`config.mk`:
```
export PLATFORM = sky130hd
export DESIGN_NAME = sgca_front
export DESIGN_NICKNAME = d
export VERILOG_FILES = /design/src/hdl/assert_macros.svh /design/src/hdl/sgca_pkg.sv /design/src/hdl/sgca_front.sv
export SDC_FILE = /design/constraint.sdc
export NUM_CORES = 2
export LEC_CHECK = 0
export BUFFER_PORTS_ARGS = -buffer_cell sky130_fd_sc_hd__buf_2
export CORE_ASPECT_RATIO = 0.75
export CORE_MARGIN = 2
export CORE_UTILIZATION = 50
export CTS_CLUSTER_DIAMETER = 150
export CTS_CLUSTER_SIZE = 40
export DETAILED_ROUTE_END_ITERATION = 16
export HOLD_SLACK_MARGIN = 0.03
export PLACE_DENSITY = 0.69
export SYNTH_ARGS = -nofsm -noshare
export SYNTH_HDL_FRONTEND = slang
export SYNTH_SLANG_ARGS = --single-unit
```
`constraint.sdc`:
```
create_clock -name clk -period 8.9 [get_ports clk]
set_clock_uncertainty 0.2 [all_clocks]
set_input_delay 0.89 -clock clk [delete_from_list [all_inputs] [get_ports clk]]
set_output_delay 0.89 -clock clk [all_outputs]
set_load 0.005 [all_outputs]
```
`src/hdl/assert_macros.svh`:
```
// ----------------------------------------------------------------------------
// assert_macros.svh
// Concurrent assertion macros used by the grid addresser top file.
// Defining NO_ASSERTIONS turns every check into an empty statement.
// ----------------------------------------------------------------------------
`ifndef ASSERT_MACROS_SVH
`define ASSERT_MACROS_SVH

`ifndef NO_ASSERTIONS

// check on every clock edge outside of reset
`define SGCA_ASSERT(lbl, ck, rn, prop, msg) \
  lbl: assert property (@(posedge ck) disable iff (!rn) prop) \
    else $error(msg);

// check on every clock edge, reset included
`define SGCA_ASSERT_ALWAYS(lbl, ck, prop, msg) \
  lbl: assert property (@(posedge ck) prop) else $error(msg);

`else

`define SGCA_ASSERT(lbl, ck, rn, prop, msg)
`define SGCA_ASSERT_ALWAYS(lbl, ck, prop, msg)

`endif

`endif

```
`src/hdl/sgca_pkg.sv`:
```
// ----------------------------------------------------------------------------
// sgca_pkg
// Widths, codes and shared types of the structured grid cell addresser.
// ----------------------------------------------------------------------------
package sgca_pkg;

  // field widths
  localparam int CNT_W     = 10;
  localparam int ID_W      = 30;
  localparam int PLANE_W   = 2 * CNT_W + 1;
  localparam int CORNER_W  = 3;
  localparam int REG_IDX_W = 2;

  // one restoring division step per cell, two divisions in the row
  localparam int DIV_STEPS = CNT_W;
  localparam int NUM_CELLS = 2 * DIV_STEPS;

  // request codes
  localparam logic FUNC_CELL = 1'b0;
  localparam logic FUNC_NODE = 1'b1;

  // register indexes
  localparam logic [REG_IDX_W-1:0] REG_CELLS_X = 2'd0;
  localparam logic [REG_IDX_W-1:0] REG_CELLS_Y = 2'd1;
  localparam logic [REG_IDX_W-1:0] REG_CELLS_Z = 2'd2;

  localparam logic [CORNER_W-1:0] CORNER_LAST = 3'd7;

  // grid sizes and values derived from them
  typedef struct packed {
    logic [CNT_W-1:0]   cx;
    logic [CNT_W-1:0]   cy;
    logic [CNT_W-1:0]   cz;
    logic [CNT_W:0]     nz;
    logic [PLANE_W-1:0] plane;
    logic [PLANE_W-1:0] pnz;
  } grid_cfg_t;

  // one input item
  typedef struct packed {
    logic             func;
    logic [CNT_W-1:0] cell_i;
    logic [CNT_W-1:0] cell_j;
    logic [CNT_W-1:0] cell_k;
    logic [ID_W-1:0]  query_node;
  } in_item_t;

  // one result item
  typedef struct packed {
    logic                ok;
    logic [CORNER_W-1:0] corner;
    logic [ID_W-1:0]     corner_node;
    logic [ID_W-1:0]     element_number;
    logic [CNT_W-1:0]    node_i;
    logic [CNT_W-1:0]    node_j;
    logic [CNT_W-1:0]    node_k;
    logic                last;
  } out_item_t;

  // token moving along the cell row
  // cell request: rem = base node id, dvs = element id
  // node request: rem = partial remainder, dvs = shifted divisor
  typedef struct packed {
    logic             func;
    logic             ok;
    logic [ID_W-1:0]  rem;
    logic [ID_W-1:0]  dvs;
    logic [CNT_W-1:0] quo;
    logic [CNT_W-1:0] ni;
  } tok_t;

endpackage

```
`src/hdl/sgca_front.sv`:
```
// ----------------------------------------------------------------------------
// sgca_front
// Two-stage entry of the row: range checks, then the row-major products of a
// cell request's base node and element ids, or a node request's divider setup.
// ----------------------------------------------------------------------------
module sgca_front (
  input  logic                clk,
  input  logic                rst_n,
  input  logic                adv,
  input  logic                in_vld,
  input  sgca_pkg::in_item_t  in_item,
  input  sgca_pkg::grid_cfg_t cfg,
  output logic                out_vld,
  output sgca_pkg::tok_t      out_tok
);

  localparam int E_W = 2 * sgca_pkg::CNT_W;

  typedef struct packed {
    logic                       func;
    logic                       ok;
    logic [E_W-1:0]             e1;
    logic [E_W-1:0]             n1;
    logic [sgca_pkg::CNT_W-1:0] k;
    logic [sgca_pkg::ID_W-1:0]  id;
  } stage1_t;

  stage1_t                      s1_r, s1_nxt;
  logic                         s1_vld_r;
  logic                         s2_vld_r;
  sgca_pkg::tok_t               s2_r, s2_nxt;
  logic [sgca_pkg::CNT_W:0]     ny;
  logic                         cell_ok;
  logic                         node_ok;
  logic [sgca_pkg::ID_W-1:0]    elem;
  logic [sgca_pkg::ID_W-1:0]    node0;

  // stage 1: bounds and first products i*cy+j, i*(cy+1)+j
  always_comb begin
    ny      = {1'b0, cfg.cy} + (sgca_pkg::CNT_W + 1)'(1);
    cell_ok = (in_item.cell_i < cfg.cx) && (in_item.cell_j < cfg.cy) &&
              (in_item.cell_k < cfg.cz);
    // quotient of the first division must fit in CNT_W bits
    node_ok = (sgca_pkg::ID_W + 1)'(in_item.query_node) <
              {cfg.plane, {sgca_pkg::CNT_W{1'b0}}};
    s1_nxt.func = in_item.func;
    s1_nxt.ok   = (in_item.func == sgca_pkg::FUNC_NODE) ? node_ok : cell_ok;
    s1_nxt.e1   = E_W'(in_item.cell_i) * E_W'(cfg.cy) + E_W'(in_item.cell_j);
    s1_nxt.n1   = E_W'(in_item.cell_i) * E_W'(ny) + E_W'(in_item.cell_j);
    s1_nxt.k    = in_item.cell_k;
    s1_nxt.id   = in_item.query_node;
  end

  // stage 2: second products, or divider setup for a node request
  always_comb begin
    elem  = sgca_pkg::ID_W'(s1_r.e1) * sgca_pkg::ID_W'(cfg.cz) +
            sgca_pkg::ID_W'(s1_r.k);
    node0 = sgca_pkg::ID_W'(s1_r.n1) * sgca_pkg::ID_W'(cfg.nz) +
            sgca_pkg::ID_W'(s1_r.k);
    s2_nxt.func = s1_r.func;
    s2_nxt.ok   = s1_r.ok;
    s2_nxt.quo  = '0;
    s2_nxt.ni   = '0;
    if (s1_r.func == sgca_pkg::FUNC_NODE) begin
      s2_nxt.rem = s1_r.id;
      s2_nxt.dvs = sgca_pkg::ID_W'({cfg.plane, {(sgca_pkg::DIV_STEPS - 1){1'b0}}});
    end else begin
      s2_nxt.rem = node0;
      s2_nxt.dvs = elem;
    end
  end

  // stage valid bits
  always_ff @(posedge clk) begin
    if (!rst_n) begin
      s1_vld_r <= 1'b0;
      s2_vld_r <= 1'b0;
    end else if (adv) begin
      s1_vld_r <= in_vld;
      s2_vld_r <= s1_vld_r;
    end
  end

  // stage payload
  always_ff @(posedge clk) begin
    if (adv) begin
      s1_r <= s1_nxt;
      s2_r <= s2_nxt;
    end
  end

  assign out_vld = s2_vld_r;
  assign out_tok = s2_r;

endmodule

```
==> summary.md <==
| Metric | Value |
|---|---|
| R2R Path End | out_tok[44]$_DFFE_PP_ |
| Final TNS setup | 0 ns |
| Post-CTS setup buffers | 0 |
| CTS max path bufs | 2 |
| Global-route wire length before repair | 113100 um |
| Critical path's largest stage delay | 0.74 ns |
| Clock latency on the worst-skew pair | 0.49 ns |
| GR Overflow Total | 0 |
| Post-synth EDFFs | 144 |
| Status | finished, final reports clean |
| Core footprint | 0.05453 sq mm |
| Most area-hungry cell type in the Yosys netlist | fa_1 |
| Top-count cell post-synth | inv_1 |
| Die width | 275.7 um |
| Critical Path RT | 8.93 ns |
| Final ANT Viol Nets | 0 |
| Gpl congestion | 0.9133 |
| Ys async rst share | 0 |
| Hold_buf cts | 0 |
| Worst path buffer plus inverter count | 4 |
| HP Class | reg -> reg |
| Yosys cell types | 68 |
| Critical path arrival | 7.18 ns |
| Largest net degree at the start of global routing | 89 |
| CP max-delay cell | xnor2_1 |
| Post-DP HPWL | 56770 um |
| GR Util met3 | 0.06397 |
| Vias in the first global route | 21210 |
| Post-synthesis sequential area ratio | 0.1577 |
| Cells after Synth | 2971 |
| Nets | 3992 |
| Top cells by area, synth | fa_1 (34%), edfxtp_1 (16%), ha_1 (14%) |
| Met1 Use GR | 0.3669 |
| Max Fclk | 0.1399 GHz |
| Total CTS buffers | 17 |
| Synth Area per Inst | 9.316 sq um |
| TritonCTS Sinks | 146 |
| GRT Util Overall | 0.2570 |
| Critical Path Start | cfg[63] |
| Reg clk slew, reported paths | 0.06 ns |
| Critical Path Start Type | input port |
| Site Rows | 74 |
| Cell Chain, Critical Path | buf_2 > ha_1 > nand2_1 > nor2_1 > nand3_1 > xnor2_1 > nand2_1 > fa_1 > inv_1 > fa_1 > fa_1 > fa_1 > inv_1 > fa_1 > inv_1 > ha_1 > and3_1 > nand3_1 > a211oi_1 > or3_1 > a31o_2 > a21oi_1 > xnor2_1 |
| Max H-tree Level | 4 |
| Min Tclk post-route | 7.150 ns |
| Die Y | 207.8 um |
| FF+latch count, synth | 146 |
| Routed wire length | 70930 um |
| Main flop type after synthesis | edfxtp_1 |
| Post-route DRC | 0 |
| Reg2reg start | s1_r[65]$_DFFE_PP_ |
| Worst reg-to-reg setup slack | 2.43 ns |
| RSZ-0062 raised after global routing | no |
| WL per Instance | 18.71 um |
| Layout cells sized above 1 | 0.07953 |
| Crit end category | flip-flop |
| Fin. Hold Viols | 0 |
| Initial Utilization | 0.5075 |
| Critical Path Most Common Cell | fa_1 |
| Root Driver | clkbuf_16 |
| Reg2Reg Depth | 19 |
| GRT Max-Usage Layer | met2 |
| Critical Path End | s1_r[58]$_DFFE_PP_ |
| Initial antenna violation count | 6 |
| Final slew viol count | 0 |
| Crit path kind | in -> reg |
| Total I/O pin count | 231 |
| CP Depth | 23 |
| CP Max Fanout | 24 |
| Synth warn | 0 |
| DR iter-0 viols | 1844 |
| CP top delay family | adder cells |
| Max-slew headroom | 0.1825 |
| Die area | 0.05727 sq mm |
| IO buf count | 189 |
| CTS tree | yes |
| DRT Pass-1 Iters | 6 |
| Endpoints failing setup | 0 |
| Met2 Usage GRT | 0.3822 |
| Synthesized area | 0.02768 sq mm |
| Area Growth Syn to Fin | 6.736% |
| Measured slew at the worst slew-check pin | 1.213 ns |
| Tcrit/Tclk final | 0.8034 |
| Cts repair resizes | 0 |
| Max-cap violation count | 0 |
| Synth top area share | 0.3421 |
| Number of fill cells | 4867 |
| DR vias/cell | 5.340 |
| Commonest cells in the netlist | inv_1 (642), fa_1 (473), nand2_1 (444), ha_1 (316), and2_1 (255) |
| DR vias | 20250 |
[registers in the layout (all words and copies together), names as in the netlist]
| register | cells |
|---|---|
| s1_vld_r | 1 |
| out_vld | 1 |
| s1_r | 82 |
| out_tok | 62 |
[routing by layer]
layer / vias up / part of all wire
met2: 868 / 0.43
met3: 109 / 0.098
met1: 10030 / 0.44
li1: 9232 / -
met4: 8 / 0.027
met5: - / 0.00068
[logic make-up after synthesis]
family / share of synthesized area
flops: 0.1577
mux: 0.003888
compound gates: 0.06560
simple gates: 0.1515
other cells: 0.0001355
xor+xnor: 0.02658
buf+inv: 0.1096
fa+ha+maj: 0.4850
[how the worst min path moves through the flow]
stage                                  start                     to  slack, ns  cells past startpoint
after floorplan           s1_r[80]$_DFFE_PP_  out_tok[80]$_DFFE_PP_       0.20                      0
after global placement    s1_r[80]$_DFFE_PP_  out_tok[80]$_DFFE_PP_       0.20                      0
after detailed placement  s1_r[80]$_DFFE_PP_  out_tok[80]$_DFFE_PP_       0.23                      0
after CTS                 s1_r[80]$_DFFE_PP_  out_tok[80]$_DFFE_PP_       0.23                      0
after global routing      s1_r[80]$_DFFE_PP_  out_tok[80]$_DFFE_PP_       0.23                      0
final                     s1_r[80]$_DFFE_PP_  out_tok[80]$_DFFE_PP_       0.23                      0
[cells in the final DEF, fill, tap and decap left out, types with 46 or more instances in the layout]
cell | Yosys | layout
nor2_1 | 47 | 47
buf_2 | 0 | 188
nand2_1 | 444 | 444
a21o_1 | 46 | 46
xnor2_1 | 60 | 60
o21ai_0 | 80 | 80
ha_1 | 316 | 316
edfxtp_1 | 144 | 144
a21oi_1 | 75 | 75
fa_1 | 473 | 473
and2_1 | 255 | 255
inv_1 | 642 | 642
[final cells by class]
cell class | count | area (sq um) | area share
multi-input cells | 2056 | 20350 | 0.6889
flip-flops and latches | 146 | 4364 | 0.1477
inverters | 642 | 2410 | 0.08158
repair buffers | 192 | 974.7 | 0.03299
well taps | 722 | 903.4 | 0.03058
clock buffers | 19 | 432.9 | 0.01465
clock inverters | 13 | 100.1 | 0.003388
diodes | 2 | 5.005 | 0.0001694
[per-stage QoR]
step	cell area, sq um	hold WS [ns]	setup WS (ns)	util	cells
final	29540	0.2273	1.750	0.5417	3792
after global routing	29540	0.2304	1.349	0.5416	3790
after CTS	29540	0.2269	1.780	0.5416	3790
after detailed placement	29000	0.2253	1.251	0.5318	3758
after global placement	29000	0.2038	1.322	0.5318	3758
after floorplan	27750	0.2003	2.453	-	2990
Power is left out: the tool's default activity adds up to more than one toggle a clock period on the data nets, which glitch-free logic cannot reach.
