## src/hdl/assert_macros.svh

```systemverilog
// ----------------------------------------------------------------------------
// assert_macros.svh
// Concurrent assertion macros used by the grid addresser top file.
// Defining NO_ASSERTIONS turns every check into an empty statement.
// ----------------------------------------------------------------------------
`ifndef ASSERT_MACROS_SVH
`define ASSERT_MACROS_SVH

`ifndef NO_ASSERTIONS

// check on every clock edge outside of reset
`define SGCA_ASSERT(lbl, ck, rn, prop, msg) \
  lbl: assert property (@(posedge ck) disable iff (!rn) prop) \
    else $error(msg);

// check on every clock edge, reset included
`define SGCA_ASSERT_ALWAYS(lbl, ck, prop, msg) \
  lbl: assert property (@(posedge ck) prop) else $error(msg);

`else

`define SGCA_ASSERT(lbl, ck, rn, prop, msg)
`define SGCA_ASSERT_ALWAYS(lbl, ck, prop, msg)

`endif

`endif

```

## src/hdl/sgca_pkg.sv

```systemverilog
// ----------------------------------------------------------------------------
// sgca_pkg
// Widths, codes and shared types of the structured grid cell addresser.
// ----------------------------------------------------------------------------
package sgca_pkg;

  // field widths
  localparam int CNT_W     = 10;
  localparam int ID_W      = 30;
  localparam int PLANE_W   = 2 * CNT_W + 1;
  localparam int CORNER_W  = 3;
  localparam int REG_IDX_W = 2;

  // one restoring division step per cell, two divisions in the row
  localparam int DIV_STEPS = CNT_W;
  localparam int NUM_CELLS = 2 * DIV_STEPS;

  // request codes
  localparam logic FUNC_CELL = 1'b0;
  localparam logic FUNC_NODE = 1'b1;

  // register indexes
  localparam logic [REG_IDX_W-1:0] REG_CELLS_X = 2'd0;
  localparam logic [REG_IDX_W-1:0] REG_CELLS_Y = 2'd1;
  localparam logic [REG_IDX_W-1:0] REG_CELLS_Z = 2'd2;

  localparam logic [CORNER_W-1:0] CORNER_LAST = 3'd7;

  // grid sizes and values derived from them
  typedef struct packed {
    logic [CNT_W-1:0]   cx;
    logic [CNT_W-1:0]   cy;
    logic [CNT_W-1:0]   cz;
    logic [CNT_W:0]     nz;
    logic [PLANE_W-1:0] plane;
    logic [PLANE_W-1:0] pnz;
  } grid_cfg_t;

  // one input item
  typedef struct packed {
    logic             func;
    logic [CNT_W-1:0] cell_i;
    logic [CNT_W-1:0] cell_j;
    logic [CNT_W-1:0] cell_k;
    logic [ID_W-1:0]  query_node;
  } in_item_t;

  // one result item
  typedef struct packed {
    logic                ok;
    logic [CORNER_W-1:0] corner;
    logic [ID_W-1:0]     corner_node;
    logic [ID_W-1:0]     element_number;
    logic [CNT_W-1:0]    node_i;
    logic [CNT_W-1:0]    node_j;
    logic [CNT_W-1:0]    node_k;
    logic                last;
  } out_item_t;

  // token moving along the cell row
  // cell request: rem = base node id, dvs = element id
  // node request: rem = partial remainder, dvs = shifted divisor
  typedef struct packed {
    logic             func;
    logic             ok;
    logic [ID_W-1:0]  rem;
    logic [ID_W-1:0]  dvs;
    logic [CNT_W-1:0] quo;
    logic [CNT_W-1:0] ni;
  } tok_t;

endpackage

```

## src/hdl/sgca_emit.sv

```systemverilog
// ----------------------------------------------------------------------------
// sgca_emit
// Result register at the end of the row. Expands an in-range cell request
// into its eight corners, one per accepted result.
// ----------------------------------------------------------------------------
module sgca_emit (
  input  logic                 clk,
  input  logic                 rst_n,
  input  logic                 in_vld,
  input  sgca_pkg::tok_t       in_tok,
  input  sgca_pkg::grid_cfg_t  cfg,
  output logic                 take,
  input  logic                 out_ready,
  output logic                 out_vld,
  output sgca_pkg::out_item_t  out_item
);

  logic                            out_vld_r;
  sgca_pkg::out_item_t             item_r;
  sgca_pkg::out_item_t             load_item;
  logic [sgca_pkg::ID_W-1:0]       base_r;
  logic [sgca_pkg::CORNER_W-1:0]   cnr_nxt;
  logic [sgca_pkg::ID_W-1:0]       off;
  logic [sgca_pkg::ID_W-1:0]       step_node;
  logic                            load;
  logic                            step;

  assign take = !out_vld_r || (out_ready && item_r.last);
  assign load = in_vld && take;
  assign step = out_vld_r && out_ready && !item_r.last;

  // first result of a token
  always_comb begin
    load_item      = '0;
    load_item.last = 1'b1;
    if (in_tok.ok) begin
      load_item.ok = 1'b1;
      if (in_tok.func == sgca_pkg::FUNC_CELL) begin
        load_item.corner_node    = in_tok.rem;
        load_item.element_number = in_tok.dvs;
        load_item.last           = 1'b0;
      end else begin
        load_item.node_i = in_tok.ni;
        load_item.node_j = in_tok.quo;
        load_item.node_k = in_tok.rem[sgca_pkg::CNT_W-1:0];
      end
    end
  end

  // next corner: base + offset for (di, dj) + dk
  always_comb begin
    cnr_nxt = item_r.corner + sgca_pkg::CORNER_W'(1);
    case (cnr_nxt[1:0])
      2'd1:    off = sgca_pkg::ID_W'(cfg.plane);
      2'd2:    off = sgca_pkg::ID_W'(cfg.pnz);
      2'd3:    off = sgca_pkg::ID_W'(cfg.nz);
      default: off = '0;
    endcase
    step_node = base_r + off + sgca_pkg::ID_W'(cnr_nxt[2]);
  end

  always_ff @(posedge clk) begin
    if (!rst_n) begin
      out_vld_r <= 1'b0;
    end else if (load) begin
      out_vld_r <= 1'b1;
    end else if (out_ready && item_r.last) begin
      out_vld_r <= 1'b0;
    end
  end

  always_ff @(posedge clk) begin
    if (load) begin
      item_r <= load_item;
      base_r <= in_tok.rem;
    end else if (step) begin
      item_r.corner      <= cnr_nxt;
      item_r.corner_node <= step_node;
      item_r.last        <= (cnr_nxt == sgca_pkg::CORNER_LAST);
    end
  end

  assign out_vld  = out_vld_r;
  assign out_item = item_r;

endmodule
```

## config.mk

```make
export PLATFORM = sky130hd
export DESIGN_NAME = sgca_emit
export DESIGN_NICKNAME = d
export VERILOG_FILES = /design/src/hdl/assert_macros.svh /design/src/hdl/sgca_pkg.sv /design/src/hdl/sgca_emit.sv
export SDC_FILE = /design/constraint.sdc
export NUM_CORES = 1
export LEC_CHECK = 0
export ABC_CLOCK_PERIOD_IN_PS = 10200
export BUFFER_PORTS_ARGS = -buffer_cell sky130_fd_sc_hd__buf_4
export CORE_AREA = 5 5 128 130
export DETAILED_ROUTE_END_ITERATION = 10
export DIE_AREA = 0 0 133 135
export GPL_ROUTABILITY_DRIVEN = 0
export HOLD_SLACK_MARGIN = 0.03
export PLACE_DENSITY = 0.74
export SYNTH_ARGS = -nofsm -noshare
export SYNTH_HDL_FRONTEND = slang
export SYNTH_SLANG_ARGS = --single-unit
```

## constraint.sdc

```tcl
create_clock -name clk -period 10.2 [get_ports clk]
set_clock_uncertainty 0.2 [all_clocks]
set_input_delay 3.06 -clock clk [delete_from_list [all_inputs] [get_ports clk]]
set_output_delay 3.06 -clock clk [all_outputs]
set_load 0.01 [all_outputs]
```

==> results <==
- The setup check on the worst reg-to-reg path leaves a slack of 5.87 ns.
- Setup slack on the critical path of the routed design comes to 3.44 ns.
- In this run the tightest slew margin relative to its limit is 0.234.
- Post-CTS repair changed the size of 0 cells.
- The fraction of final layout cells sized beyond drive strength 1 is 0.372.
- The routed layout has 5,042 vias.
- The worst min-delay path startpoint is out_item[93].
- In this run, CTS created clock tree buffers numbering 17.
- Subtracting the final worst setup slack from the clock period gives 6.76 ns.
- The post-synthesis cell count is 512.
- The detailed placer's ending HPWL is 12.9 mm.
- The clock passes through at most 2 buffers.
- The placed standard-cell area is 0.00813 mm2.
- The detail route stage leaves a number of antenna-violating nets equal to 0.
- The highest net fanout along the worst path is 4.
- On the worst path, the slowest cell contributes a delay of 0.17 ns.
- The endpoint of the worst hold-timing path is out_item[93].
- The final hold violation count is 0.
- The die is 135 um tall.
- The cell count of the worst reg-to-reg path is 14.
- The number of unique standard cell types used by synthesis is 58.
- The first TritonRoute pass finished after 5 iterations.
- With fillers left out, the area of the finished cells amounts to 0.00869 mm2.
- The floorplan has 45 rows.
- By instance count, the leading cell after synthesis is sky130_fd_sc_hd__edfxtp_1.
- The average wire length per cell after detail routing is 18.5 um.
- The final routed DRC violation total is 0.
- Of the available clock period, the critical path in the final layout requires 0.663.
- For this run, asynchronously set or reset flops after synthesis account for 0.
- sky130_fd_sc_hd__edfxtp_1 takes more of the synthesized area than any other cell.
- The tool flagged a number of max-cap violations equal to 0.
- The power density normalized to cell area is 181 mW/mm2.
- For this configuration, the core starts out at a cell density of 0.413.
- Yosys mapped a number of flops with a built-in enable equal to 122.
- STA puts the critical path data required time at 6.94 ns.
- During placement, the flow inserted port buffers numbering 235.
- STA puts the critical path data arrival time at 3.50 ns.
- At the placement stage, the worst setup path has a slack of 3.45 ns.
- After the last flow step, the layout net total stands at 933.
- The region available for standard cell placement spans 0.0150 mm2.
- The worst register-to-register path ends at out_item[83].
- The largest net degree at the start of global routing is 74.
- The transition time at the pin with the least slew margin is 1.15 ns.
- The total length of routed wires is 17.3 mm.
- Setup repair after global routing left no endpoint under its margin.
- The leakage power summed over all cells is 3.76 nW.
- The worst ir drop on vdd is 0.0997 mV.
- The tree built by TritonCTS fans out to 126 sinks.
- The number of antenna violations at the first check in global routing is 0.
- The commonest cells after synthesis are sky130_fd_sc_hd__edfxtp_1 (122), sky130_fd_sc_hd__and3_1 (38), sky130_fd_sc_hd__o21ai_0 (34).
- The setup TNS is 0 ns.
- STA classifies the critical path endpoint as an output pin.
- The library cell used as clock root buffer is sky130_fd_sc_hd__clkbuf_16.
- The flow ran to the end, and the final reports show no timing, DRC or antenna violations.
- The die outline area is 0.0180 mm2.
- The sum of overflow across all layers after global routing is 0.
- The number of global-route vias before repair is 5,177.
- The maximum clock frequency is 148 MHz.
- At the later pin of the worst-skew pair, clock insertion delay measures 0.41 ns.
- In this run the horizontal extent of the chip is 133 um.
- The startpoint identified for the worst register-to-register timing path is out_item[91].
- The total global-route track usage is 0.190.
- The start-to-end type of the worst setup path is in -> out.
- The first global-routing pass estimated 26.9 mm of wire.
- The cts-stage hold buffer count is 0.
- Each instance of the synthesized netlist takes up on average 12.1 um2.
- The Yosys warning count is 0.
- The tightest min-delay check is of the reg -> reg type.
- 0 antenna diodes ended up in the layout.
- Clock-pin slew was measured on the worst setup and hold paths at 0.06 ns.
- The number of flip-flops and latches in the synthesized netlist is 126.
- The final-report max-slew violation count is 0.
- The area growth from synthesis to layout is 40.0%.
- The critical path startpoint category is a primary input.
- During I/O placement, the number of pins put on the boundary was 266.
- The cell with the largest stage delay on the worst path is sky130_fd_sc_hd__buf_4.
- Setup violations remaining at the end of the flow were counted as 0.
- The area of the mapped netlist is 0.00621 mm2.
- The signal on the critical path passes through buf_4 > nand2_1 > nand2_1 > buf_4.
- By area the synthesized netlist is led by sky130_fd_sc_hd__edfxtp_1 (59%), sky130_fd_sc_hd__ha_1 (4.8%), sky130_fd_sc_hd__and3_1 (3.8%), sky130_fd_sc_hd__and2_1 (3.1%), sky130_fd_sc_hd__o21ai_0 (2.7%).
- The area share of the largest cell type after synthesis is 0.590.
- The share of the yosys chip area belonging to registers is 0.603.
- Counting every net in the synthesized netlist gives 707.
- TritonCTS built the clock tree.
- The via density per instance is 5.38.
- Post-CTS timing repair inserted 0 buffers for setup.
- The depth of the CTS H-tree is 4.
- For this run, the leading register cell type out of synthesis is sky130_fd_sc_hd__edfxtp_1.
- The hold-critical path depth is 1.
- The first routing iteration left 354 violations.
-- layer usage --
metal | GRT usage | routed length [um] | vias up
met5 | 0 | 0 | -
met4 | 0.0583 | 146 | 0
met3 | 0.0861 | 1960 | 10
met2 | 0.308 | 8440 | 228
met1 | 0.227 | 6790 | 2376
li1 | - | - | 2428
-- critical path, delay by kind of cell --
kind                   cells  cell delay (ns)
buffers and inverters      2             0.29
and+or+nand+nor            2             0.15
-- report_power, final --
group          internal, mW  switching [mW]
Sequential            0.630          0.0177
Combinational         0.164           0.190
Clock                 0.338           0.235
Total                  1.13           0.443
-- cells by family (layout without fill, tap and decap cells) --
| family | count (synthesis) | count (layout) | synth area share |
|---|---|---|---|
| XOR/XNOR | 17 | 17 | 0.0240 |
| multiplexers | 3 | 3 | 0.00504 |
| buffers and inverters | 39 | 277 | 0.0238 |
| flip-flops | 126 | 126 | 0.603 |
| adder cells (fa/ha/maj) | 26 | 26 | 0.0548 |
| AND/OR/NAND/NOR | 175 | 175 | 0.152 |
| AO/OA/AOI/OAI | 126 | 126 | 0.137 |
-- cell usage in the layout, fill, tap and decap left out, types with 17 or more instances in the layout --
master                      netlist  layout
sky130_fd_sc_hd__and2_1          31      31
sky130_fd_sc_hd__edfxtp_1       122     122
sky130_fd_sc_hd__nor2_1          25      25
sky130_fd_sc_hd__o21ai_0         34      34
sky130_fd_sc_hd__clkbuf_16        0      17
sky130_fd_sc_hd__and3_1          38      38
sky130_fd_sc_hd__ha_1            24      24
sky130_fd_sc_hd__nand3_1         30      30
sky130_fd_sc_hd__nand2_1         23      23
sky130_fd_sc_hd__buf_4            0     237
sky130_fd_sc_hd__a21oi_1         26      25
-- sequential cells by signal, indices dropped and copies added, names as in the netlist --
| name | cells |
|---|---|
| out_item | 95 |
| base_r | 30 |
| out_vld | 1 |
-- stage by stage --
| stage | power, mW | cells | hold slack [ns] | utilization |
|---|---|---|---|---|
| after floorplan | 0.857 | 512 | 0.320 | - |
| after global placement | 1.00 | 907 | 0.301 | 0.541 |
| after detailed placement | 1.01 | 907 | 0.302 | 0.541 |
| after CTS | 1.59 | 938 | 0.311 | 0.578 |
| after global routing | 1.66 | 938 | 0.325 | 0.578 |
| final | 1.57 | 938 | 0.317 | 0.578 |
-- how the worst max path moves through the flow --
stage                    from           end  slack [ns]  cells after the start
detailed placement  out_ready          take        3.45                      4
finish              out_ready          take        3.44                      4
CTS                 out_ready          take        3.45                      4
global route        out_ready          take        3.42                      4
floorplan           out_ready  out_item[75]        2.84                      7
global placement    out_ready          take        3.47                      4
-- cell type report --
class / instances / area, um2
fill: 1226 / 6340
sequential: 126 / 3740
multi-input combinational: 347 / 2340
timing repair buffer: 237 / 1780
clock buffer: 17 / 425
tap: 188 / 235
clock inverter: 14 / 135
inverter: 9 / 36.3
No activity file was read; power rests on OpenSTA's default activity.
