File: src/hdl/assert_macros.svh
// ----------------------------------------------------------------------------
// assert_macros.svh
// Concurrent assertion macros used by the grid addresser top file.
// Defining NO_ASSERTIONS turns every check into an empty statement.
// ----------------------------------------------------------------------------
`ifndef ASSERT_MACROS_SVH
`define ASSERT_MACROS_SVH

`ifndef NO_ASSERTIONS

// check on every clock edge outside of reset
`define SGCA_ASSERT(lbl, ck, rn, prop, msg) \
  lbl: assert property (@(posedge ck) disable iff (!rn) prop) \
    else $error(msg);

// check on every clock edge, reset included
`define SGCA_ASSERT_ALWAYS(lbl, ck, prop, msg) \
  lbl: assert property (@(posedge ck) prop) else $error(msg);

`else

`define SGCA_ASSERT(lbl, ck, rn, prop, msg)
`define SGCA_ASSERT_ALWAYS(lbl, ck, prop, msg)

`endif

`endif

File: src/hdl/sgca_pkg.sv
// ----------------------------------------------------------------------------
// sgca_pkg
// Widths, codes and shared types of the structured grid cell addresser.
// ----------------------------------------------------------------------------
package sgca_pkg;

  // field widths
  localparam int CNT_W     = 10;
  localparam int ID_W      = 30;
  localparam int PLANE_W   = 2 * CNT_W + 1;
  localparam int CORNER_W  = 3;
  localparam int REG_IDX_W = 2;

  // one restoring division step per cell, two divisions in the row
  localparam int DIV_STEPS = CNT_W;
  localparam int NUM_CELLS = 2 * DIV_STEPS;

  // request codes
  localparam logic FUNC_CELL = 1'b0;
  localparam logic FUNC_NODE = 1'b1;

  // register indexes
  localparam logic [REG_IDX_W-1:0] REG_CELLS_X = 2'd0;
  localparam logic [REG_IDX_W-1:0] REG_CELLS_Y = 2'd1;
  localparam logic [REG_IDX_W-1:0] REG_CELLS_Z = 2'd2;

  localparam logic [CORNER_W-1:0] CORNER_LAST = 3'd7;

  // grid sizes and values derived from them
  typedef struct packed {
    logic [CNT_W-1:0]   cx;
    logic [CNT_W-1:0]   cy;
    logic [CNT_W-1:0]   cz;
    logic [CNT_W:0]     nz;
    logic [PLANE_W-1:0] plane;
    logic [PLANE_W-1:0] pnz;
  } grid_cfg_t;

  // one input item
  typedef struct packed {
    logic             func;
    logic [CNT_W-1:0] cell_i;
    logic [CNT_W-1:0] cell_j;
    logic [CNT_W-1:0] cell_k;
    logic [ID_W-1:0]  query_node;
  } in_item_t;

  // one result item
  typedef struct packed {
    logic                ok;
    logic [CORNER_W-1:0] corner;
    logic [ID_W-1:0]     corner_node;
    logic [ID_W-1:0]     element_number;
    logic [CNT_W-1:0]    node_i;
    logic [CNT_W-1:0]    node_j;
    logic [CNT_W-1:0]    node_k;
    logic                last;
  } out_item_t;

  // token moving along the cell row
  // cell request: rem = base node id, dvs = element id
  // node request: rem = partial remainder, dvs = shifted divisor
  typedef struct packed {
    logic             func;
    logic             ok;
    logic [ID_W-1:0]  rem;
    logic [ID_W-1:0]  dvs;
    logic [CNT_W-1:0] quo;
    logic [CNT_W-1:0] ni;
  } tok_t;

endpackage

File: src/hdl/sgca_cell.sv
// ----------------------------------------------------------------------------
// sgca_cell
// One cell of the row: a restoring division step on node requests, a plain
// pass for cell requests.
// ----------------------------------------------------------------------------
module sgca_cell (
  input  logic           clk,
  input  logic           rst_n,
  input  logic           adv,
  input  logic           in_vld,
  input  sgca_pkg::tok_t in_tok,
  output logic           out_vld,
  output sgca_pkg::tok_t out_tok
);

  logic           vld_r;
  sgca_pkg::tok_t tok_r, tok_nxt;

  // subtract the shifted divisor when it fits, shift in the quotient bit
  always_comb begin
    tok_nxt = in_tok;
    if (in_tok.func == sgca_pkg::FUNC_NODE) begin
      if (in_tok.rem >= in_tok.dvs) begin
        tok_nxt.rem = in_tok.rem - in_tok.dvs;
        tok_nxt.quo = {in_tok.quo[sgca_pkg::CNT_W-2:0], 1'b1};
      end else begin
        tok_nxt.quo = {in_tok.quo[sgca_pkg::CNT_W-2:0], 1'b0};
      end
      tok_nxt.dvs = in_tok.dvs >> 1;
    end
  end

  always_ff @(posedge clk) begin
    if (!rst_n) begin
      vld_r <= 1'b0;
    end else if (adv) begin
      vld_r <= in_vld;
    end
  end

  always_ff @(posedge clk) begin
    if (adv) begin
      tok_r <= tok_nxt;
    end
  end

  assign out_vld = vld_r;
  assign out_tok = tok_r;

endmodule

File: config.mk
export PLATFORM = sky130hd
export DESIGN_NAME = sgca_cell
export DESIGN_NICKNAME = d
export VERILOG_FILES = /design/src/hdl/assert_macros.svh /design/src/hdl/sgca_pkg.sv /design/src/hdl/sgca_cell.sv
export SDC_FILE = /design/constraint.sdc
export NUM_CORES = 1
export LEC_CHECK = 0
export ABC_AREA = 1
export BUFFER_PORTS_ARGS = -buffer_cell sky130_fd_sc_hd__buf_2
export CAP_MARGIN = 20
export CORE_UTILIZATION = 53
export DETAILED_ROUTE_END_ITERATION = 16
export MAX_ROUTING_LAYER = met4
export PLACE_DENSITY = 0.81
export REMOVE_ABC_BUFFERS = 1
export SYNTH_ARGS = -nofsm -noshare
export SYNTH_HDL_FRONTEND = slang
export SYNTH_SLANG_ARGS = --single-unit
File: constraint.sdc
create_clock -name clk -period 2.05 [get_ports clk]
set_input_delay 0 -clock clk [delete_from_list [all_inputs] [get_ports clk]]
set_output_delay 0 -clock clk [all_outputs]
set_load 0.02 [all_outputs]
==> results of run 1 <==
## state kept, by name (all words and copies together) (netlist names)
signal and flops:
out_tok 82, out_vld 1
## logic make-up (layout without fill, tap and decap cells)
group,after synthesis,count (layout)
flip-flops,83,83
AO/OA/AOI/OAI,88,88
AND/OR/NAND/NOR,409,409
adder cells (fa/ha/maj),31,31
XOR/XNOR,13,13
buffers and inverters,176,475
## final cells by class
| type | count | share of cell area [%] |
|---|---|---|
| Timing Repair Buffer | 299 | 25.2 |
| Tap cell | 140 | 2.03 |
| Clock buffer | 10 | 1.48 |
| Sequential cell | 83 | 28.8 |
| Multi-Input combinational cell | 541 | 34.5 |
| Clock inverter | 6 | 1.03 |
| Inverter | 160 | 6.96 |
## layer usage
layer | wire length (microns) | up-vias
met4 | 603 | 0
li1 | - | 3103
met3 | 1490 | 56
met5 | 0 | -
met1 | 7760 | 2886
met2 | 9530 | 318
## worst max-delay path, cell delays in order
cell,delay (ps)
dlygate4sd3_1,540
buf_2,150
ha_4,310
nand2_4,80
nor2_1,150
nand4_1,150
nor2_1,140
nor2_2,60
nand2_4,110
nand2_8,100
clkbuf_16,200
nand2_1,70
o21ai_1,110
## what timing repair did
action / in CTS / in global routing
endpoints found under the setup margin: 0 / 31
resized for setup: 0 / 72
buffers inserted: 0 / 6
hold endpoints to repair: 91 / 0
hold buffers: 99 / 0
## worst max-delay path by stage
stage / to / slack [ps] / cells after the start
5_1_grt: out_tok[53] / -100 / 16
4_1_cts: out_tok[77] / 0.6 / 12
3_3_place_gp: out_tok[66] / 60 / 16
3_5_place_dp: out_tok[75] / 20 / 14
2_1_floorplan: out_tok[57] / -120 / 13
6_report: out_tok[53] / -10 / 13
## per-stage QoR
step / cell area [sq um] / total power (uW) / setup slack [ps] / instances / TNS [ps]
after floorplan: 5770 / 3080 / -123 / 784 / -3090
after global placement: 6980 / 3610 / 56.6 / 1113 / 0
after detailed placement: 6980 / 3630 / 23.3 / 1113 / 0
after CTS: 8180 / 5100 / 0.550 / 1228 / 0
after global routing: 8630 / 5570 / -96.9 / 1239 / -269
final: 8630 / 5340 / -10.8 / 1239 / -10.8
## layout by cell type, fill, tap and decap left out, types with 3 or more instances in the layout
| cell type | Yosys | routed |
|---|---|---|
| nand2_1 | 278 | 267 |
| buf_2 | 3 | 167 |
| inv_1 | 155 | 151 |
| dlygate4sd3_1 | 0 | 99 |
| edfxtp_1 | 82 | 82 |
| nor2_1 | 59 | 43 |
| o21ai_0 | 34 | 34 |
| a21oi_1 | 35 | 30 |
| nand3_1 | 27 | 26 |
| buf_4 | 0 | 24 |
| nor2_2 | 12 | 21 |
| ha_1 | 30 | 21 |
| xnor2_1 | 12 | 12 |
| nand2_2 | 4 | 10 |
| inv_2 | 5 | 9 |
| nand4_1 | 9 | 9 |
| o21ai_2 | 9 | 9 |
| ha_4 | 0 | 9 |
| clkbuf_8 | 0 | 9 |
| nor2_4 | 1 | 8 |
| o21ai_1 | 8 | 8 |
| nand2_4 | 1 | 5 |
| a21oi_2 | 0 | 4 |
| and2_1 | 5 | 4 |
| nor3_1 | 4 | 4 |
| nand3b_1 | 4 | 4 |
| nand3_2 | 2 | 3 |
| clkbuf_16 | 0 | 3 |
| buf_6 | 4 | 3 |
| buf_12 | 0 | 3 |
## power by group
part | switching, uW | total [uW] | internal, uW
sequential | 41.8 | 2110 | 2060
clock | 653 | 1340 | 689
combinational | 1130 | 1890 | 759
total | 1830 | 5340 | 3510
==> qor.csv, run 1 <==
metric,value,unit
run status,finished with violations,
failing checks,negative setup slack,
clk root buf,clkbuf_8,
grt total ovfl,0,
I/O Buffers,168,
global placer's final weighted congestion,0.966,
"Hold Vio Cnt, Final",0,
Achievable Freq,0.485,GHz
async set-reset flop share out of synthesis,0,%
first-pass GRT wire length,28.1,mm
"critical path fanouts, max",9,
Routed WL,19.4,mm
Wirelength per Cell,15.6,microns
nets@finish,1211,
"FF+latch count, synth",83,
Synth area leaders,"edfxtp_1 42%, nand2_1 18%, inv_1 9.9%, ha_1 6.4%, nor2_1 3.8%",
Mapped Area,5870,sq um
"EDFF count, synth",82,
post-synth top area share,42.0,%
Peak VDD IR,395,uV
post-synth cell types,32,
Inserted Diodes,0,
vias,6363,
max cap viols,0,
CTS tree,yes,
Sink Count,83,
number of remaining DRC errors,0,
share of post-route cells with drive strength above 1,27.2,%
worst setup margin,-10.8,ps
# fillers,750,
router iterations before antenna repair,5,
fin crit share,101,%
DP HPWL,12.0,mm
Die Y,107,microns
FF-to-FF setup slack,710,ps
Die Width,107,microns
setup violators final,1,
cells after synthesis,800,
Synth top cells by count,"278 x nand2_1, 155 x inv_1, 82 x edfxtp_1",
Hold Path End,out_tok[20],
Via-to-Cell Ratio,5.14,
Tmin final,2060,ps
Slew Limit Fails,0,
main flop type after synthesis,edfxtp_1,
"Area growth, synth to finish",47.1,%
Fin Hold WS,5.06,ps
worst min path class,in -> reg,
Worst Hold Path Cells,3,
Clock Pin Slew Worst Setup and Hold Paths,90,ps
Rel. slew slack,66.1,%
worst setup path start,in_tok[55],
Initial Util,54.4,%
largest family of logic cells by synthesized area,simple AND/OR/NAND/NOR gates,
GR Util met2,56.6,%
Seq. cell area,2480,sq um
Antenna Nets Post-Route,0,
CP Class,in -> reg,
PwrDens,619,nW/um^2
Iter 0 DRT Violations,512,
Worst Setup End Kind,register,
worst-case clock buffer depth,2,
initial antenna violation count,0,
total CTS buffers,9,
Static Leakage,0.00439,uW
sequential-to-total area share from yosys stat,42.3,%
largest net degree at the start of global routing,54,
Syn Area/Cell,7.34,sq um
busiest layer in global routing,met2,
GRT Overall Usage,32.8,%
Synth Area in Compound Gates,8.17,%
simple-gate share of the synthesized area,29.0,%
min-delay src,in_tok[20],
core footprint,10800,sq um
Worst Tran Pin Value,509,ps
vias in the first global route,5947,
GR Util met3,3.53,%
crit path launch type,input port,
I/O pin cnt,169,
XOR/XNOR Fraction of Synth Area,1.94,%
multiplexer share of the synthesized area,0,%
Setup Skew,0,ps
Cell Rows,38,
Arrival @ worst endpoint,2170,ps
CP required,2160,ps
met1 Use GR,39.6,%
H-tree levels,3,
r2r startpoint,out_vld,
die area,11500,sq um
Worst-Skew Late Latency,370,ps
most frequent cell after synthesis,nand2_1,
Adder-Cell Fraction of Synth Area,6.74,%
RR Endpoint,out_vld,
Ys Warns,0,
Yosys top cell by area,edfxtp_1,
Multi-input gate area,2980,sq um
final core utilization,80.0,%
Reg2Reg Depth,3,
Power figures use the tool's default switching activity.
==> run 2, diff against run 1 <==
PLACE_DENSITY = 0.92   (was 0.81)
==> run 2 against run 1 <==
Critical path type unchanged. Via count decreased by 1.7%. Total power increased by 2.2%. Maximum frequency increased by 3.2%. Largest cell class unchanged. Largest power group unchanged. Final area decreased by 5.0%. The run ends with negative hold slack left.
==> qor.csv, run 2 (same netlist as run 1, synthesis figures left out) <==
metric,value,unit,change
core footprint,10800,sq um,unchanged
Sink Count,83,,unchanged
share of post-route cells with drive strength above 1,23.5,%,-3.7 points
clk root buf,clkbuf_8,,
FF-to-FF setup slack,720,ps,about the same
Slew Limit Fails,0,,unchanged
Setup Skew,0,ps,unchanged
router iterations before antenna repair,8,,+3
I/O Buffers,168,,unchanged
Die Width,107,microns,unchanged
fin crit share,97.4,%,-3.1 points
Reg2Reg Depth,3,,unchanged
Achievable Freq,0.501,GHz,+3.2%
Initial Util,54.4,%,unchanged
r2r startpoint,out_vld,,
Wirelength per Cell,16.0,microns,+2.1%
largest net degree at the start of global routing,57,,+5.6%
vias,6257,,-1.7%
Worst-Skew Late Latency,370,ps,about the same
cell count after placement,1113,,unchanged
number of flip-flops in the largest register,82,,unchanged
CP required,2180,ps,+20 ps
Clock Pin Slew Worst Setup and Hold Paths,90,ps,about the same
Fin Hold WS,-4.50,ps,-9.56 ps
CTS tree,yes,,
setup violators final,0,,-1
global placer's final weighted congestion,0.920,,-4.7%
initial antenna violation count,0,,unchanged
GRT Overall Usage,35.3,%,+2.5 points
Worst Setup End Kind,register,,
"Hold Vio Cnt, Final",1,,+1
worst-case clock buffer depth,2,,unchanged
# fillers,766,,+2.1%
Peak VDD IR,377,uV,-4.6%
Worst setup endpoint,out_tok[78],,
"Area growth, synth to finish",39.7,%,
Layout Cells excl Fill,1217,,-1.8%
vias in the first global route,6180,,+3.9%
Tmin final,2000,ps,-63.1 ps
Iter 0 DRT Violations,551,,+7.6%
"critical path fanouts, max",12,,+3
Routed WL,19.4,mm,+0.27%
Multi-input gate area,2740,sq um,-8.0%
PwrDens,666,nW/um^2,+7.6%
total power,5460,uW,+2.2%
H-tree levels,3,,unchanged
number of remaining DRC errors,0,,unchanged
max cap viols,0,,unchanged
final core utilization,76.0,%,-4.0 points
RR Endpoint,out_vld,,
CP Class,in -> reg,,
placed inst area,6990,sq um,+0.18%
total CTS buffers,9,,unchanged
Worst Tran Pin Value,534,ps,+25.0 ps
failing checks,negative hold slack,,
Rel. slew slack,64.4,%,-1.7 points
DP HPWL,12.7,mm,+5.0%
Inserted Diodes,0,,unchanged
nets@finish,1189,,-1.8%
run status,finished with violations,,
worst min path class,in -> reg,,
grt total ovfl,0,,unchanged
"commonest cells after routing, fill and taps aside","277 x nand2_1, 167 x buf_2, 154 x inv_1",,
Via-to-Cell Ratio,5.14,,+0.11%
crit path launch type,input port,,
Arrival @ worst endpoint,2120,ps,-50 ps
I/O pin cnt,169,,unchanged
"commonest non-fill, non-tap cell in the layout",nand2_1,,
Seq. cell area,2480,sq um,unchanged
Cell Rows,38,,unchanged
Static Leakage,0.00429,uW,-2.5%
worst setup path start,in_tok[49],,
die area,11500,sq um,unchanged
fin area,8200,sq um,-5.0%
Die Y,107,microns,unchanged
first-pass GRT wire length,30.0,mm,+7.1%
Antenna Nets Post-Route,0,,unchanged
[run 2: cell count changes in the layout (fill, tap and decap cells not counted), moves of 3 or more]
cell / previous run / this run
nand2_2: 10 / 4
a21oi_1: 30 / 33
ha_4: 9 / 2
nor2_4: 8 / 1
nor2_1: 43 / 55
dlygate4sd3_1: 99 / 86
buf_4: 24 / 20
ha_1: 21 / 28
inv_2: 9 / 6
nand2_4: 5 / 2
inv_1: 151 / 154
nor2_2: 21 / 16
nand2_1: 267 / 277
buf_6: 3 / 0
[run 2: power by group]
part           internal [uW]  leakage (uW)  switching, uW
registers               2070      0.000810           49.5
clock network            940      0.000131            664
logic                    664       0.00335           1080
total                   3670       0.00429           1790
[run 2: through the flow]
| stage | hold slack [ps] | worst slack [ps] | TNS [ps] |
|---|---|---|---|
| CTS | 1.25 | 19.4 | 0 |
| finish | -4.50 | 52.3 | 0 |
| floorplan | 93.5 | -123 | -3090 |
| global route | 21.2 | -9.95 | -11.7 |
| detailed placement | 178 | -3.89 | -5.18 |
| global placement | 176 | 49.2 | 0 |
[run 2: timing repair]
action	CTS	global route
hold endpoints to repair	80	0
hold buffers	86	0
endpoints found under the setup margin	0	31
setup buffers	0	1
gates resized for setup	0	13
[run 2: worst min path at each step]
stage | startpoint | end | depth (start not counted)
CTS | in_tok[40] | out_tok[40] | 3
global placement | in_tok[1] | out_tok[1] | 1
finish | in_tok[27] | out_tok[27] | 3
global route | in_tok[38] | out_tok[38] | 3
detailed placement | in_tok[4] | out_tok[4] | 1
floorplan | adv | out_vld | 1
[run 2: routing by layer]
metal	GRT usage, %	routed length (microns)
met1	41.3	7780
met5	-	0
met4	14.4	641
met2	61.0	9680
met3	4.92	1340
[run 2: final cells by class]
cell class                 instances  share of cell area, %
clock inverter                     6                   1.68
clock buffer                      10                   1.56
tap                              140                   2.14
multi-input combinational        541                   33.5
sequential                        83                   30.3
timing repair buffer             277                   23.6
inverter                         160                   7.32
[run 2: critical path, stage by stage]
cell           delay [ps]
dlygate4sd3_1         550
buf_2                 150
inv_2                  80
ha_4                  220
a21oi_1               160
nand2_1                70
a21oi_1               130
nand2_1                80
nor2_2                120
nand2_4                80
buf_4                 200
a21oi_1               190
nor2_1                 70
